**config.mk**
```make
export PLATFORM = sky130hd
export DESIGN_NAME = beacon_wpa_psk_classifier_core
export DESIGN_NICKNAME = d
export VERILOG_FILES = /design/src/rtl/bwpc_pkg.sv /design/src/rtl/beacon_wpa_psk_classifier_core.sv /design/src/rtl/bwpc_parser.sv
export SDC_FILE = /design/constraint.sdc
export NUM_CORES = 1
export LEC_CHECK = 0
export ABC_AREA = 1
export BUFFER_PORTS_ARGS = -buffer_cell sky130_fd_sc_hd__buf_2
export CAP_MARGIN = 20
export CORE_ASPECT_RATIO = 1.5
export CORE_UTILIZATION = 30
export CTS_CLUSTER_DIAMETER = 100
export DETAILED_ROUTE_END_ITERATION = 6
export PLACE_DENSITY = 0.51
export RECOVER_POWER = 100
export SKIP_LAST_GASP = 1
export SLEW_MARGIN = 20
export SYNTH_ARGS = -nofsm -noshare
export SYNTH_HDL_FRONTEND = slang
export SYNTH_HIERARCHICAL = 1
export SYNTH_SLANG_ARGS = --single-unit
```
**constraint.sdc**
```tcl
create_clock -name clock -period 7.72 [get_ports clock]
set_input_delay 1.544 -clock clock [delete_from_list [all_inputs] [get_ports clock]]
set_output_delay 1.544 -clock clock [all_outputs]
set_load 0.03 [all_outputs]
```
**src/rtl/bwpc_pkg.sv**
```systemverilog
// ----------------------------------------------------------------------------
// Beacon WPA-PSK classifier package
// Shared constants, verdict codes and the result word for the classifier.
// ----------------------------------------------------------------------------
`default_nettype none

package bwpc_pkg;

   // Frame length limit default, in bytes
   localparam int MAX_FRAME_DEFAULT = 2048;

   // Header layout (byte offsets from frame control)
   localparam int HDR_LEN     = 24;
   localparam int IE_START    = 36;
   localparam int ADDR3_FIRST = 16;
   localparam int ADDR3_LAST  = 21;
   localparam int CAP_LOW     = 34;

   // Frame control byte: management beacon pattern under mask
   localparam logic [7:0] FC_TYPE_MASK = 8'hFC;
   localparam logic [7:0] FC_BEACON    = 8'h80;

   // Element ids
   localparam logic [7:0] ID_SSID   = 8'd0;
   localparam logic [7:0] ID_RSN    = 8'd48;
   localparam logic [7:0] ID_VENDOR = 8'd221;

   // WPA vendor element OUI and type, and RSN version 1 as it sits on the wire
   localparam logic [31:0] WPA_VENDOR_TAG = 32'h0050F201;
   localparam logic [15:0] RSN_VERSION1   = 16'h0100;

   // Suite selector reset values
   localparam logic [31:0] RSN_PSK_RESET = 32'h000FAC02;
   localparam logic [31:0] WPA_PSK_RESET = 32'h0050F202;

   // Configuration register indexes
   localparam logic CSR_RSN_PSK = 1'b0;
   localparam logic CSR_WPA_PSK = 1'b1;

   typedef enum logic [2:0] {
      VERDICT_SHORT      = 3'd0,
      VERDICT_NOT_BEACON = 3'd1,
      VERDICT_MALFORMED  = 3'd2,
      VERDICT_NO_PRIVACY = 3'd3,
      VERDICT_NO_PSK     = 3'd4,
      VERDICT_WPA_PSK    = 3'd5
   } verdict_type;

   typedef struct packed {
      logic [7:0]  ssid_length;
      logic [47:0] bssid;
      verdict_type verdict;
   } result_type;

endpackage

`default_nettype wire

```
**src/rtl/beacon_wpa_psk_classifier_core.sv**
```systemverilog
// ----------------------------------------------------------------------------
// Beacon WPA-PSK classifier core
// Classifies one 802.11 frame per run of bytes and reports its BSSID and
// first SSID length.
// ----------------------------------------------------------------------------
// Usage:
//   req_*  carries the frame one byte per word, frame control first; tlast
//          marks the final byte. One verdict word leaves on rsp_* per frame.
//   csr_*  writes the RSN and WPA PSK suite selectors; write only between
//          frames, with no verdict pending.
// Throughput: one byte per cycle, sustained across frame boundaries, while
//   no verdict waits in the result register on rsp_tready. The walk state
//   is updated by one pass of logic per byte. Verdict: valid on rsp_* from
//   the result register in the cycle after the last byte is accepted.
// Stall: while a verdict waits in the result register req_tready stays high
//   only in cycles where rsp_tready takes it, so the result register never
//   overflows and no byte is lost.
// Reset: clears the walk state and the result valid flag, and loads the
//   suite selectors with their standard PSK values.
// ----------------------------------------------------------------------------
`default_nettype none

module beacon_wpa_psk_classifier_core #(
   parameter int MAX_FRAME = bwpc_pkg::MAX_FRAME_DEFAULT
) (
   input  wire logic        clock,
   input  wire logic        reset,
   // Frame bytes
   input  wire logic        req_tvalid,
   output logic             req_tready,
   input  wire logic [7:0]  req_tdata,   // [7:0] frame_byte
   input  wire logic        req_tlast,   // frame_end
   // Verdicts
   output logic             rsp_tvalid,
   input  wire logic        rsp_tready,
   output logic [63:0]      rsp_tdata,   // [2:0] verdict, [50:3] bssid,
                                         // [58:51] ssid_length, rest zero
   // Configuration writes
   input  wire logic        csr_we,
   input  wire logic        csr_index,
   input  wire logic [31:0] csr_wdata
);

   logic                 take;
   bwpc_pkg::result_type result;
   bwpc_pkg::result_type rsp_data_ff;
   logic                 rsp_valid_ff;
   logic [31:0]          rsn_suite_ff;
   logic [31:0]          wpa_suite_ff;

   // Accept a byte unless a held verdict is not being taken
   assign req_tready = !rsp_valid_ff || rsp_tready;
   assign take       = req_tvalid && req_tready;

   bwpc_parser #(
      .MAX_FRAME (MAX_FRAME)
   ) u_parser (
      .clock      (clock),
      .reset      (reset),
      .take       (take),
      .frame_byte (req_tdata),
      .frame_end  (req_tlast),
      .rsn_suite  (rsn_suite_ff),
      .wpa_suite  (wpa_suite_ff),
      .result     (result)
   );

   // Suite selector registers
   always_ff @(posedge clock) begin
      if (reset) begin
         rsn_suite_ff <= bwpc_pkg::RSN_PSK_RESET;
         wpa_suite_ff <= bwpc_pkg::WPA_PSK_RESET;
      end else if (csr_we) begin
         case (csr_index)
            bwpc_pkg::CSR_RSN_PSK: rsn_suite_ff <= csr_wdata;
            bwpc_pkg::CSR_WPA_PSK: wpa_suite_ff <= csr_wdata;
            default: rsn_suite_ff <= rsn_suite_ff;
         endcase
      end
   end

   // Result register: load on the last byte, drop when taken
   always_ff @(posedge clock) begin
      if (reset) begin
         rsp_valid_ff <= 1'b0;
      end else if (take && req_tlast) begin
         rsp_valid_ff <= 1'b1;
      end else if (rsp_tready) begin
         rsp_valid_ff <= 1'b0;
      end
   end

   always_ff @(posedge clock) begin
      if (take && req_tlast) begin
         rsp_data_ff <= result;
      end
   end

   assign rsp_tvalid = rsp_valid_ff;
   assign rsp_tdata  = {5'd0, rsp_data_ff.ssid_length, rsp_data_ff.bssid,
                        rsp_data_ff.verdict};

endmodule

`default_nettype wire

```
**src/rtl/bwpc_parser.sv**
```systemverilog
// ----------------------------------------------------------------------------
// Beacon WPA-PSK classifier: frame parser
// Holds the per-frame walk state and updates it once per accepted byte.
// Gives the verdict for the frame on the byte marked last.
// ----------------------------------------------------------------------------
`default_nettype none

module bwpc_parser #(
   parameter int MAX_FRAME = bwpc_pkg::MAX_FRAME_DEFAULT
) (
   input  wire logic                 clock,
   input  wire logic                 reset,
   input  wire logic                 take,
   input  wire logic [7:0]           frame_byte,
   input  wire logic                 frame_end,
   input  wire logic [31:0]          rsn_suite,
   input  wire logic [31:0]          wpa_suite,
   output bwpc_pkg::result_type      result
);

   localparam int PosW = $clog2(MAX_FRAME + 1);

   typedef enum logic [1:0] {
      PH_ID   = 2'd0,
      PH_LEN  = 2'd1,
      PH_BODY = 2'd2
   } phase_type;

   typedef enum logic {
      EV_ACTIVE = 1'b0,
      EV_IGNORE = 1'b1
   } ev_type;

   // State registers and next values
   logic [PosW-1:0] pos_ff, pos_in;
   logic            kind_ok_ff, kind_ok_in;
   logic [47:0]     addr3_ff, addr3_in;
   logic            priv_ff, priv_in;
   phase_type       phase_ff, phase_in;
   logic [7:0]      elem_id_ff, elem_id_in;
   logic [7:0]      left_ff, left_in;
   logic [7:0]      offset_ff, offset_in;
   logic [15:0]     cipher_ff, cipher_in;
   logic [15:0]     akm_ff, akm_in;
   logic [31:0]     window_ff, window_in;
   ev_type          ev_ff, ev_in;
   logic            ssid_seen_ff, ssid_seen_in;
   logic [7:0]      ssid_len_ff, ssid_len_in;
   logic            psk_ff, psk_in;
   logic            bad_ff, bad_in;

   // Body decode helpers
   logic            is_rsn;
   logic [7:0]      total;
   logic [7:0]      rsn_off;
   logic [7:0]      rsn_len;
   logic [31:0]     window_shift;
   logic [31:0]     psk_suite;
   logic [15:0]     cipher_new;
   logic [15:0]     akm_new;
   logic [18:0]     akm_pos;
   logic [19:0]     cipher_need;
   logic [19:0]     akm_need;
   logic [7:0]      suite_k;
   logic [8:0]      suite_k_next;
   logic [7:0]      left_dec;
   logic            walking;
   logic            cut_short;

   assign is_rsn       = (elem_id_ff == bwpc_pkg::ID_RSN);
   assign total        = offset_ff + left_ff;
   assign rsn_off      = is_rsn ? offset_ff : offset_ff - 8'd4;
   assign rsn_len      = is_rsn ? total : total - 8'd4;
   assign window_shift = {window_ff[23:0], frame_byte};
   assign psk_suite    = is_rsn ? rsn_suite : wpa_suite;
   assign cipher_new   = {frame_byte, cipher_ff[7:0]};
   assign akm_new      = {frame_byte, akm_ff[7:0]};
   assign akm_pos      = 19'd8 + {1'b0, cipher_ff, 2'b00};
   assign cipher_need  = 20'd10 + {2'b00, cipher_new, 2'b00};
   assign akm_need     = {1'b0, akm_pos} + 20'd2 + {2'b00, akm_new, 2'b00};
   assign suite_k      = rsn_off - akm_pos[7:0] - 8'd2;
   assign suite_k_next = {1'b0, suite_k} + 9'd1;
   assign left_dec     = left_ff - 8'd1;
   assign walking      = (pos_ff >= PosW'(bwpc_pkg::IE_START)) && kind_ok_ff && priv_ff;

   // Next state for one byte
   always_comb begin
      pos_in       = pos_ff;
      kind_ok_in   = kind_ok_ff;
      addr3_in     = addr3_ff;
      priv_in      = priv_ff;
      phase_in     = phase_ff;
      elem_id_in   = elem_id_ff;
      left_in      = left_ff;
      offset_in    = offset_ff;
      cipher_in    = cipher_ff;
      akm_in       = akm_ff;
      window_in    = window_ff;
      ev_in        = ev_ff;
      ssid_seen_in = ssid_seen_ff;
      ssid_len_in  = ssid_len_ff;
      psk_in       = psk_ff;
      bad_in       = bad_ff;

      if (pos_ff >= PosW'(MAX_FRAME)) begin
         // Drop bytes past the length limit and mark the frame malformed
         bad_in = 1'b1;
      end else begin
         pos_in = pos_ff + PosW'(1);
         if (pos_ff == '0) begin
            kind_ok_in = ((frame_byte & bwpc_pkg::FC_TYPE_MASK) == bwpc_pkg::FC_BEACON);
         end
         if (pos_ff >= PosW'(bwpc_pkg::ADDR3_FIRST) &&
             pos_ff <= PosW'(bwpc_pkg::ADDR3_LAST)) begin
            addr3_in = {addr3_ff[39:0], frame_byte};
         end
         if (pos_ff == PosW'(bwpc_pkg::CAP_LOW)) begin
            priv_in = frame_byte[4];
         end

         if (walking) begin
            case (phase_ff)
               PH_ID: begin
                  elem_id_in = frame_byte;
                  phase_in   = PH_LEN;
               end
               PH_LEN: begin
                  // Element header: arm checks for the element kinds of interest
                  left_in   = frame_byte;
                  offset_in = 8'd0;
                  window_in = 32'd0;
                  cipher_in = 16'd0;
                  akm_in    = 16'd0;
                  ev_in     = EV_IGNORE;
                  if (elem_id_ff == bwpc_pkg::ID_SSID) begin
                     if (!ssid_seen_ff) begin
                        ssid_seen_in = 1'b1;
                        ssid_len_in  = 8'd0;
                        ev_in        = EV_ACTIVE;
                     end
                  end else if (elem_id_ff == bwpc_pkg::ID_RSN) begin
                     if (frame_byte >= 8'd2) ev_in = EV_ACTIVE;
                  end else if (elem_id_ff == bwpc_pkg::ID_VENDOR) begin
                     if (frame_byte >= 8'd6) ev_in = EV_ACTIVE;
                  end
                  phase_in = (frame_byte == 8'd0) ? PH_ID : PH_BODY;
               end
               default: begin
                  // Element body
                  if (ev_ff == EV_ACTIVE) begin
                     if (elem_id_ff == bwpc_pkg::ID_SSID) begin
                        if (frame_byte != 8'd0) ssid_len_in = total;
                        ev_in = EV_IGNORE;
                     end else if (!is_rsn && offset_ff < 8'd4) begin
                        // Vendor OUI and type
                        window_in = window_shift;
                        if (offset_ff == 8'd3 &&
                            window_shift != bwpc_pkg::WPA_VENDOR_TAG) begin
                           ev_in = EV_IGNORE;
                        end
                     end else begin
                        // RSN-format body
                        window_in = window_shift;
                        if (rsn_off == 8'd1) begin
                           if (window_shift[15:0] != bwpc_pkg::RSN_VERSION1) begin
                              ev_in = EV_IGNORE;
                           end else if (rsn_len < 8'd8) begin
                              bad_in = 1'b1;
                              ev_in  = EV_IGNORE;
                           end
                        end else if (rsn_off == 8'd6) begin
                           cipher_in = {8'd0, frame_byte};
                        end else if (rsn_off == 8'd7) begin
                           cipher_in = cipher_new;
                           if ({12'd0, rsn_len} < cipher_need) begin
                              bad_in = 1'b1;
                              ev_in  = EV_IGNORE;
                           end
                        end else if (rsn_off < 8'd8) begin
                           ev_in = ev_ff;
                        end else if ({11'd0, rsn_off} < akm_pos) begin
                           ev_in = ev_ff;
                        end else if ({11'd0, rsn_off} == akm_pos) begin
                           akm_in = {8'd0, frame_byte};
                        end else if ({11'd0, rsn_off} == akm_pos + 19'd1) begin
                           akm_in = akm_new;
                           if ({12'd0, rsn_len} < akm_need) begin
                              bad_in = 1'b1;
                              ev_in  = EV_IGNORE;
                           end else if (akm_new == 16'd0) begin
                              ev_in = EV_IGNORE;
                           end
                        end else if (suite_k[1:0] == 2'b11) begin
                           // Last byte of one AKM suite
                           if (window_shift == psk_suite) psk_in = 1'b1;
                           if ({9'd0, suite_k_next} >= {akm_ff, 2'b00}) ev_in = EV_IGNORE;
                        end
                     end
                  end
                  offset_in = offset_ff + 8'd1;
                  left_in   = left_dec;
                  if (left_dec == 8'd0) phase_in = PH_ID;
               end
            endcase
         end
      end
   end

   // Verdict from the state after this byte
   assign cut_short = (phase_in == PH_BODY) && (offset_in != 8'd0);

   always_comb begin
      result.bssid       = addr3_in;
      result.ssid_length = 8'd0;
      if (pos_in < PosW'(bwpc_pkg::HDR_LEN)) begin
         result.verdict = bwpc_pkg::VERDICT_SHORT;
         result.bssid   = 48'd0;
      end else if (bad_in || cut_short) begin
         result.verdict = bwpc_pkg::VERDICT_MALFORMED;
      end else if (!kind_ok_in) begin
         result.verdict = bwpc_pkg::VERDICT_NOT_BEACON;
      end else if (pos_in < PosW'(bwpc_pkg::IE_START)) begin
         result.verdict = bwpc_pkg::VERDICT_MALFORMED;
      end else if (!priv_in) begin
         result.verdict = bwpc_pkg::VERDICT_NO_PRIVACY;
      end else if (psk_in) begin
         result.verdict = bwpc_pkg::VERDICT_WPA_PSK;
      end else begin
         result.verdict = bwpc_pkg::VERDICT_NO_PSK;
      end
      if (result.verdict == bwpc_pkg::VERDICT_MALFORMED ||
          result.verdict == bwpc_pkg::VERDICT_NO_PSK ||
          result.verdict == bwpc_pkg::VERDICT_WPA_PSK) begin
         result.ssid_length = ssid_len_in;
      end
   end

   // Hold walk state; clear it after each verdict
   always_ff @(posedge clock) begin
      if (reset || (take && frame_end)) begin
         pos_ff       <= '0;
         kind_ok_ff   <= 1'b0;
         addr3_ff     <= 48'd0;
         priv_ff      <= 1'b0;
         phase_ff     <= PH_ID;
         elem_id_ff   <= 8'd0;
         left_ff      <= 8'd0;
         offset_ff    <= 8'd0;
         cipher_ff    <= 16'd0;
         akm_ff       <= 16'd0;
         window_ff    <= 32'd0;
         ev_ff        <= EV_ACTIVE;
         ssid_seen_ff <= 1'b0;
         ssid_len_ff  <= 8'd0;
         psk_ff       <= 1'b0;
         bad_ff       <= 1'b0;
      end else if (take) begin
         pos_ff       <= pos_in;
         kind_ok_ff   <= kind_ok_in;
         addr3_ff     <= addr3_in;
         priv_ff      <= priv_in;
         phase_ff     <= phase_in;
         elem_id_ff   <= elem_id_in;
         left_ff      <= left_in;
         offset_ff    <= offset_in;
         cipher_ff    <= cipher_in;
         akm_ff       <= akm_in;
         window_ff    <= window_in;
         ev_ff        <= ev_in;
         ssid_seen_ff <= ssid_seen_in;
         ssid_len_ff  <= ssid_len_in;
         psk_ff       <= psk_in;
         bad_ff       <= bad_in;
      end
   end

endmodule

`default_nettype wire

```
==> impl_metrics.tcl, run 1 <==
set metrics [dict create \
    synthArstFlopShare_pct 0 \
    die_area_sq_um 59000 \
    hold_viol 0 \
    ff2ff_setup_slack_ps 2510 \
    clock_path_buffers 3 \
    antenna_found_initial 0 \
    num_io_pins 113 \
    hold_path.startpoint "u_parser/psk_ff" \
    leakagePower_nw 9.29 \
    min_period_ps 5990 \
    hpwlAfterDp_um 42800 \
    clk_latency_ps 550 \
    status "complete, but fails checks" \
    placement.io_buffers 107 \
    vias 16500 \
    synth-xor-area-share_pct 2.42 \
    crit_type "in2reg" \
    violations "capacitance limit, slew limit" \
    htreeDepth 2 \
    grtUsageMet3_pct 2.52 \
    grt_use_total_pct 19.1 \
    path_clk_slew_ps 60 \
    synth_top_family_by_area "simple AND/OR/NAND/NOR gates" \
    cts-buffers-inserted 35 \
    netlist_area_sq_um 17400 \
    grt_pass1_vias 16100 \
    ir_drop_mv 0.130 \
    first_pass_iters 6 \
    cts_hold_buf 0 \
    synth.top_cell.area_share_pct 25.4 \
    dp.cells 3368 \
    worst_pin_slew_ps 3100 \
    final_nets 2767 \
    setup_ws_ps 1730 \
    synth-simple-area-share_pct 28.5 \
    core_sq_um 57000 \
    holdWs_ps 464 \
    avgSynthCellArea_sq_um 6.72 \
    row_count 107 \
    cts_tree "yes" \
    setup_viol 0 \
    stdcell_count 3433 \
    final_common_cell "nand2_1" \
    dpl-instance-area_sq_um 18500 \
    reg2reg_from "rsp_tvalid" \
    syn_inst 2588 \
    fp.dieW_um 199 \
    hold_end "u_parser/psk_ff" \
    routabilityCongestion 0.947 \
    start_util_pct 30.5 \
    synth_compound_area_share_pct 14.7 \
    cp.required_ps 8120 \
    fillers 6384 \
    post-place-ws_ps 2590 \
    period_share_pct 77.6 \
    synth.distinct_cells 53 \
    finClkSkew_ps 29.5 \
    synth-edff-count 59 \
    ff2ff_path_depth 12 \
    drc 0 \
    synthToLayoutAreaGrowth_pct 12.1 \
    antenna_left 0 \
    holdCritPathClass "reg2reg" \
    fin_setup_tns_ps 0 \
    antenna_cells 0 \
    drt-initial-drc-count 963 \
    wl_per_cell_um 16.5 \
    drive_gt1_share_pct 5.84 \
    met1_usage_pct 20.8 \
    muxShareOfSynthArea_pct 0.173 \
    gr-usage-met2_pct 35.9 \
    synth_area_leaders "dfxtp_1 25%, nand2_1 12%, edfxtp_1 10%, inv_1 9.8%, a21oi_1 6.6%" \
    synthAdderAreaFrac_pct 5.62 \
    slew_headroom_pct -107 \
    cp_max_fo 39 \
    synth_top_cell_by_area "dfxtp_1" \
    cts.sinks 280 \
    grt_max_degree 118 \
    wirelength_um 56700 \
    synth-seq-area-share_pct 35.6 \
    p_per_area_nw_per_um2 210 \
    cts_resized 0 \
    startpoint_type "input pin" \
    clock-root-buffer "clkbuf_16" \
    end_kind "register" \
    dieHeight_um 297 \
    ys_seq_elements 280 \
    synthFlopType "dfxtp_1" \
    rsz0062_at_grt "false" \
    cts_setup_buffers 0 \
    via_per_inst 4.79 \
    final_cell_mix "548 x nand2_1, 453 x inv_1, 302 x nor2_1" \
    yosys_warnings 6 \
    min_path_cells 1 \
    max_freq_mhz 167 \
    gr-total-overflow 0 \
    grt-busiest-layer "met2" \
    r2r_end "u_parser/window_ff[7]" \
    maxSlewViolCount 239 \
    arrival_ps 6390 \
    maxCapViolCount 5 \
    grt_pass1_wl_um 88500 \
    design_area_sq_um 19500 \
]
area by class of cell:
class / count / area [sq um] / area share, %
clock buffer: 49 / 1020 / 5.23
clock inverter: 15 / 171 / 0.879
inverter: 463 / 1740 / 8.91
multi-input combinational: 1744 / 8900 / 45.6
sequential: 280 / 6200 / 31.8
tap: 763 / 955 / 4.89
timing repair buffer: 119 / 532 / 2.73
metrics by stage:
stage / total power [mW] / utilization, %
floorplan: 2.22 / -
global placement: 2.44 / 32.4
detailed placement: 2.45 / 32.4
CTS: 4.17 / 34.5
global route: 4.33 / 34.2
finish: 4.10 / 34.2
critical path, cell delays in order:
cell and delay (ps):
buf_2 70, inv_1 30, nand2_1 70, inv_1 70, nor2_2 70, clkbuf_1 1220, clkinv_1 280, nor2_1 360
nand2_1 320, a21oi_1 650, clkinv_1 590, clkbuf_1 550, o21ai_0 460, a21oi_1 80
flip-flops by register name, indices dropped and copies added (netlist names), 8 cells and up:
| signal | flops |
|---|---|
| u_parser/akm_ff | 16 |
| u_parser/pos_ff | 12 |
| u_parser/elem_id_ff | 8 |
| u_parser/addr3_ff | 48 |
| u_parser/cipher_ff | 16 |
| u_parser/offset_ff | 8 |
| u_parser/window_ff | 24 |
| rsn_suite_ff | 32 |
| u_parser/left_ff | 8 |
| u_parser/ssid_len_ff | 8 |
| wpa_suite_ff | 32 |
| rsp_tdata | 59 |
synth_stat cells, types with 3 or more instances:
cell type / instances
nor2_2: 11
or2_2: 3
nand2_1: 546
o21ai_1: 4
buf_1: 8
ha_1: 75
nand3_2: 9
buf_4: 10
nand3_1: 148
edfxtp_1: 59
nand4_1: 39
o21bai_1: 8
a21oi_1: 230
xor2_1: 34
and2_1: 3
clkbuf_1: 60
a211oi_2: 8
buf_2: 19
o21a_1: 3
buf_6: 8
o211ai_1: 12
inv_2: 9
a22oi_1: 6
a211oi_1: 19
o21ai_0: 160
nor2_1: 303
nor2_4: 7
nand2_2: 8
dfxtp_1: 221
a31oi_1: 3
nand3b_1: 24
nor3_1: 24
mux2i_1: 3
inv_1: 454
nor4_1: 12
xnor2_1: 14
worst max path at each step:
stage / from / end / slack, ps / cells past startpoint
after global placement: u_parser/elem_id_ff[4] / u_parser/ev_ff / 2740 / 30
after floorplan: rsp_tready / rsp_tdata[0] / 1250 / 4
final: rsp_tready / u_parser/window_ff[7] / 1730 / 14
after detailed placement: u_parser/elem_id_ff[4] / u_parser/ev_ff / 2590 / 31
after CTS: u_parser/elem_id_ff[0] / u_parser/ev_ff / 2580 / 32
after global routing: rsp_tready / u_parser/window_ff[7] / 1280 / 14
report_power, final:
group / internal, mW / switching (mW) / total [mW]
sequential: 1.59 / 0.0394 / 1.63
combinational: 0.233 / 0.546 / 0.779
clock: 1.03 / 0.671 / 1.70
logic make-up after synthesis:
| logic type | count (synthesis) |
|---|---|
| buf+inv | 568 |
| flops | 280 |
| fa+ha+maj | 77 |
| compound gates | 466 |
| other cells | 1 |
| xor+xnor | 48 |
| simple gates | 1145 |
| mux | 3 |
per-layer routing:
metal | up-vias | wire length [um]
met5 | - | 0
met4 | 0 | 2510
met3 | 127 | 2100
met2 | 395 | 29900
met1 | 7574 | 22300
li1 | 8357 | -
No activity file was read; power rests on OpenSTA's default activity.
==> run 2: changes to the inputs <==
--- a/config.mk
+++ b/config.mk
@@ -5,14 +5,14 @@
 export SDC_FILE = /design/constraint.sdc
 export NUM_CORES = 1
 export LEC_CHECK = 0
-export ABC_AREA = 1
+export ABC_AREA = 0
 export BUFFER_PORTS_ARGS = -buffer_cell sky130_fd_sc_hd__buf_2
 export CAP_MARGIN = 20
 export CORE_ASPECT_RATIO = 1.5
 export CORE_UTILIZATION = 30
 export CTS_CLUSTER_DIAMETER = 100
 export DETAILED_ROUTE_END_ITERATION = 6
-export PLACE_DENSITY = 0.51
+export PLACE_DENSITY = 0.53
 export RECOVER_POWER = 100
 export SKIP_LAST_GASP = 1
 export SLEW_MARGIN = 20
==> constraint.sdc (replaced) <==
create_clock -name clock -period 5 [get_ports clock]
set_input_delay 1 -clock clock [delete_from_list [all_inputs] [get_ports clock]]
set_output_delay 1 -clock clock [all_outputs]
set_load 0.03 [all_outputs]
==> run 2 against run 1 <==
Against the previous run: the run still ends with capacitance limit, slew limit left; area after synthesis fell by 4.8%; worst hold slack worse by 9.1 ps; sequential share of layout area up 1.6 points; non-clock buffer count increased by 32; setup slack got worse by 1500 ps; register-to-register slack worse by 2200 ps; design area down 4.9%; clock skew shrank 9.4 ps; final cell count shrank 19%; total power is 22% higher; die area fell by 4.8%; critical endpoint is now u_parser/akm_ff[6].
==> impl_metrics.tcl, run 2 <==
set metrics [dict create \
    status "complete, but fails checks" \
    violations "capacitance limit, slew limit" \
    leakagePower_nw 6.59 \
    dieHeight_um 290 \
    synth.top_cell.area_share_pct 26.7 \
    end_kind "register" \
    ir_drop_mv 0.224 \
    p_per_area_nw_per_um2 269 \
    wirelength_um 52600 \
    wl_per_cell_um 18.9 \
    grt_pass1_wl_um 81800 \
    synth_area_leaders "dfxtp_1 27%, edfxtp_1 11%, nand2_1 7.2%, a21oi_1 6.1%, ha_1 5.7%" \
    finClkSkew_ps 20.1 \
    cpMaxStageDelayCell "nor3_2" \
    holdCritPathClass "reg2reg" \
    synth_top_cells_by_count "316 x nand2_1, 221 x dfxtp_1, 201 x a21oi_1, 175 x nor2_1, 86 x mux2i_1" \
    die_area_sq_um 56200 \
    synth_top_cell_by_area "dfxtp_1" \
    arrival_ps 5260 \
    clock-root-buffer "clkbuf_16" \
    fillers 5777 \
    grt_pass1_vias 14400 \
    crit_type "reg2reg" \
    drive_gt1_share_pct 8.36 \
    setup_ws_ps 276 \
    row_count 105 \
    antenna_cells 0 \
    power.total_mw 5.00 \
    synth.distinct_cells 98 \
    startpoint_type "register" \
    synthArstFlopShare_pct 0 \
    fp.dieW_um 194 \
    routabilityCongestion 0.919 \
    synth_most_common_cell "nand2_1" \
    min_period_ps 4720 \
    clock_path_buffers 3 \
    drc 0 \
    netlist_area_sq_um 16600 \
    slew_headroom_pct -104 \
    grt_use_total_pct 18.4 \
    worstPathCellList "or3_1, or3_1, o21a_1, or2_2, ha_1, nand4_1, nor3_1, nand3_1, nor3_2, a31oi_1, nor2_2, mux2i_1, and2_0" \
    gr-total-overflow 0 \
    via_per_inst 5.26 \
    period_share_pct 94.5 \
    hold_viol 0 \
    synthFlopType "dfxtp_1" \
    maxCapViolCount 4 \
    antenna_found_initial 0 \
    synth-edff-count 59 \
    max_freq_mhz 212 \
    synth-seq-area-share_pct 37.4 \
    cts_tree "yes" \
    cp.required_ps 5540 \
    cts.sinks 280 \
    hpwlAfterDp_um 38800 \
    rsz0062_at_grt "true" \
    avgSynthCellArea_sq_um 8.23 \
    cts-buffers-inserted 31 \
    placement.io_buffers 107 \
    synthToLayoutAreaGrowth_pct 12.1 \
    start_util_pct 30.3 \
    post-place-ws_ps 50.1 \
    final_nets 2194 \
    grt_max_degree 95 \
    clk_latency_ps 600 \
    syn_inst 2013 \
    largest_reg_flops 59 \
    worst_pin_slew_ps 3060 \
    first_pass_iters 5 \
    num_io_pins 113 \
    final_common_cell "nand2_1" \
    maxSlewViolCount 240 \
    crit_top_cell "or3_1" \
    antenna_left 0 \
    yosys_warnings 6 \
    core_sq_um 54700 \
    vias 14700 \
    htreeDepth 1 \
    path_clk_slew_ps 60 \
    drt-initial-drc-count 691 \
    setup_viol 0 \
    final_cell_mix "316 x nand2_1, 221 x dfxtp_1, 200 x a21oi_1" \
    cp_max_fo 13 \
    ys_seq_elements 280 \
    ff2ff_setup_slack_ps 280 \
    slowest_delay_ps 690 \
]
run 2: cell types whose count changed in the layout (fill, tap and decap cells not counted), moves of 26 or more:
cell      change
nand3_1     -100
xnor2_1      +29
nand2_1     -232
a21oi_1      -31
nor2_1      -127
nand2b_1     +70
o21ai_0      -91
nor3_1       +26
inv_1       -382
mux2i_1      +83
buf_4        +28
run 2: worst max-delay path, delay by kind of cell, from the launching register on:
kind	cells	cell delay [ps]
AND/OR/NAND/NOR	9	3130
multiplexers	1	240
AO/OA/AOI/OAI	2	470
flip-flops	1	480
adder cells (fa/ha/maj)	1	360
run 2: cell families (layout without fill, tap and decap cells):
logic type	after synthesis	in the layout	share of synthesized area [%]
AND/OR/NAND/NOR	834	834	24.7
AO/OA/AOI/OAI	451	451	17.0
flip-flops	280	280	37.4
buffers and inverters	202	279	5.37
multiplexers	88	88	5.33
XOR/XNOR	79	79	4.18
adder cells (fa/ha/maj)	78	78	5.97
other	1	5	0.0226
run 2: timing repair:
item                                    CTS  global route
buffers inserted                          0             0
hold buffers                              0             0
endpoints found under the setup margin    0             4
gates resized for setup                   0             3
run 2: final cells by class:
cell class | instances | area [sq um] | area share (%)
Multi-Input combinational cell | 1535 | 9500 | 51.2
Clock inverter | 18 | 153 | 0.822
Inverter | 71 | 267 | 1.44
Sequential cell | 280 | 6200 | 33.4
Timing Repair Buffer | 151 | 754 | 4.07
Clock buffer | 39 | 816 | 4.40
Tap cell | 695 | 870 | 4.69
run 2: layer usage:
metal,GRT usage (%),up-vias,wire (um)
met5,0,-,0
met3,2.23,127,2090
li1,-,7173,-
met2,35.0,378,27300
met1,20.4,6995,20800
met4,8.35,0,2400
run 2: final timing paths:
check / startpoint / to / cells past startpoint
max: u_parser/offset_ff[4] / u_parser/akm_ff[6] / 13
min: u_parser/ssid_len_ff[1] / u_parser/ssid_len_ff[1] / 2
max reg2reg: u_parser/offset_ff[4] / u_parser/akm_ff[6] / 13
min reg2reg: u_parser/ssid_len_ff[1] / u_parser/ssid_len_ff[1] / 2
run 2: metrics by stage:
step	instances	hold slack (ps)	util (%)	area, sq um	TNS, ps
4_1_cts	2789	449	34.2	18700	0
3_5_place_dp	2732	435	32.4	17700	0
3_3_place_gp	2732	435	32.4	17700	0
5_1_grt	2789	483	34.0	18600	-82.3
6_report	2789	455	34.0	18600	0
2_1_floorplan	2017	423	-	16600	0
run 2: where the power goes:
group | switching [mW] | internal [mW]
sequential | 0.0315 | 2.36
clock | 0.958 | 1.26
combinational | 0.269 | 0.126
total | 1.26 | 3.74
==> run 3: changes to the inputs <==
--- a/config.mk
+++ b/config.mk
@@ -12,8 +12,10 @@
 export CORE_UTILIZATION = 30
 export CTS_CLUSTER_DIAMETER = 100
 export DETAILED_ROUTE_END_ITERATION = 6
+export GPL_TIMING_DRIVEN = 0
 export PLACE_DENSITY = 0.53
 export RECOVER_POWER = 100
+export REMOVE_ABC_BUFFERS = 1
 export SKIP_LAST_GASP = 1
 export SLEW_MARGIN = 20
 export SYNTH_ARGS = -nofsm -noshare
==> run 3 against run 2 <==
Against the previous run: the flow still finishes with violations (capacitance limit, slew limit); register-to-register slack lost 90 ps; sequential power about the same; via count is 0.78% lower; combinational power is 1% lower; first-iteration DRC count is 32% higher; worst hold slack got worse by 4.2 ps; utilization up 0.40 points; sequential cell count stayed put; wire length shrank 6.3%; maximum frequency decreased by 1.8%; critical path depth increased by 4; final cell count fell by 0.68%; critical path type unchanged; largest power group is now the clock network.
==> impl_metrics.tcl, run 3 (same netlist as run 2, synthesis figures left out) <==
set metrics [dict create \
    status "complete, but fails checks" \
    violations "capacitance limit, slew limit" \
    min_path_cells 2 \
    slowest_delay_ps 490 \
    crit_type "reg2reg" \
    worstPathCellList "ha_1, inv_1, fa_1, nor2b_2, o22a_1, xor2_4, or4_4, or3_1, xnor2_2, ha_1, a2111oi_2, a2111oi_2, nand4_1, nor4_4, buf_4, o21a_1, a31oi_1" \
    grt_use_total_pct 17.1 \
    largest_reg_flops 59 \
    ff2ff_path_depth 17 \
    leakagePower_nw 6.64 \
    cts.sinks 280 \
    grt_max_degree 79 \
    arrival_ps 5110 \
    grt_pass1_wl_um 77000 \
    first_pass_iters 5 \
    design_area_sq_um 18800 \
    gr-total-overflow 0 \
    grt_pass1_vias 13900 \
    wirelength_um 49300 \
    dieHeight_um 290 \
    clock_path_buffers 3 \
    cp_max_fo 9 \
    cp.required_ps 5300 \
    drc 0 \
    clk_latency_ps 580 \
    antenna_left 0 \
    cp_top_family "simple AND/OR/NAND/NOR gates" \
    fp.dieW_um 194 \
    final_nets 2175 \
    placement.io_buffers 107 \
    cts-buffers-inserted 30 \
    ir_drop_mv 0.235 \
    worst_pin_slew_ps 2850 \
    ff2ff_setup_slack_ps 190 \
    top_layer_used "met5" \
    final_common_cell "nand2_1" \
    antenna_cells 0 \
    vias 14600 \
    via_per_inst 5.26 \
    max_freq_mhz 208 \
    maxCapViolCount 3 \
    setup_viol 0 \
    dpl-instance-area_sq_um 17700 \
    clock-root-buffer "clkbuf_16" \
    synthToLayoutAreaGrowth_pct 13.4 \
    final_cell_mix "316 x nand2_1, 218 x dfxtp_1, 200 x a21oi_1" \
    cpMaxStageDelayCell "a2111oi_2" \
    fin_setup_tns_ps 0 \
    cts_tree "yes" \
    drive_gt1_share_pct 8.77 \
    path_clk_slew_ps 60 \
    drt-initial-drc-count 909 \
    period_share_pct 96.2 \
    hold_viol 0 \
    met1_length_um 19900 \
    routabilityCongestion 0.876 \
    wl_per_cell_um 17.8 \
    dr_wl_met3_um 2170 \
    holdCritPathClass "reg2reg" \
    hpwlAfterDp_um 35800 \
    core_sq_um 54700 \
    start_util_pct 30.3 \
    finClkSkew_ps 20.2 \
    num_io_pins 113 \
    path_depth 17 \
    p_per_area_nw_per_um2 277 \
    maxSlewViolCount 129 \
    critPathBufInv 2 \
    antenna_found_initial 1 \
    htreeDepth 1 \
    slew_headroom_pct -89.9 \
    startpoint_type "register" \
    end_kind "register" \
    dr_wl_met2_um 24900 \
    min_period_ps 4810 \
    die_area_sq_um 56200 \
    row_count 105 \
]
-- run 3: changes by cell type in the layout (fill, tap and decap cells not counted), moves of 4 or more --
cell | before | now
o21ai_1 | 3 | 13
buf_12 | 0 | 6
clkbuf_8 | 1 | 5
and2_1 | 8 | 12
clkinv_1 | 5 | 1
bufinv_16 | 2 | 6
and2_0 | 8 | 2
buf_4 | 34 | 11
o21ai_0 | 69 | 58
-- run 3: report_power, final --
| group | total (mW) | leakage [nW] | switching (mW) | internal, mW |
|---|---|---|---|---|
| logic | 0.391 | 3.78 | 0.264 | 0.127 |
| registers | 2.38 | 2.33 | 0.0285 | 2.35 |
| clock network | 2.43 | 0.534 | 0.943 | 1.49 |
-- run 3: worst paths after layout --
kind | startpoint | to
hold / removal | u_parser/akm_ff[11] | u_parser/akm_ff[11]
setup / recovery | u_parser/left_ff[0] | rsp_tdata[1]
hold reg to reg | u_parser/akm_ff[11] | u_parser/akm_ff[11]
setup reg to reg | u_parser/left_ff[0] | rsp_tdata[1]
-- run 3: through the flow --
step           std cells  setup slack, ps  power [mW]  hold slack [ps]  util [%]
2_1_floorplan       1886              276        2.66              423         -
3_3_place_gp        2688            -1470        2.82              434      31.8
3_5_place_dp        2705             -982        2.83              443      32.4
4_1_cts             2764            -18.9        5.28              452      34.6
5_1_grt             2770            -77.4        5.39              475      34.4
6_report            2770              190        5.20              451      34.4
-- run 3: area by class of cell --
cell class                      count  area [sq um]
Clock buffer                       41           842
Clock inverter                     15           243
Fill cell                        5770         35900
Inverter                           71           267
Multi-Input combinational cell   1536          9620
Sequential cell                   280          6200
Tap cell                          695           870
Timing Repair Buffer              132           729
-- run 3: per-layer routing --
metal,GRT usage (%),up-vias
li1,-,7129
met1,19.3,6895
met2,31.7,421
met3,2.03,112
met4,8.45,2
met5,0,-
-- run 3: worst min-delay path, stage by stage, from the launching register on --
cell	delay, ps
dfxtp_1	310
nand2_1	50
o21ai_1	50
-- run 3: what timing repair did --
action	in CTS	in global routing
cloned	1	0
endpoints found under the hold margin	0	0
hold buffers	0	0
pin swaps	4	6
setup buffers	2	6
endpoints found under the setup margin	14	5
gates resized for setup	15	10
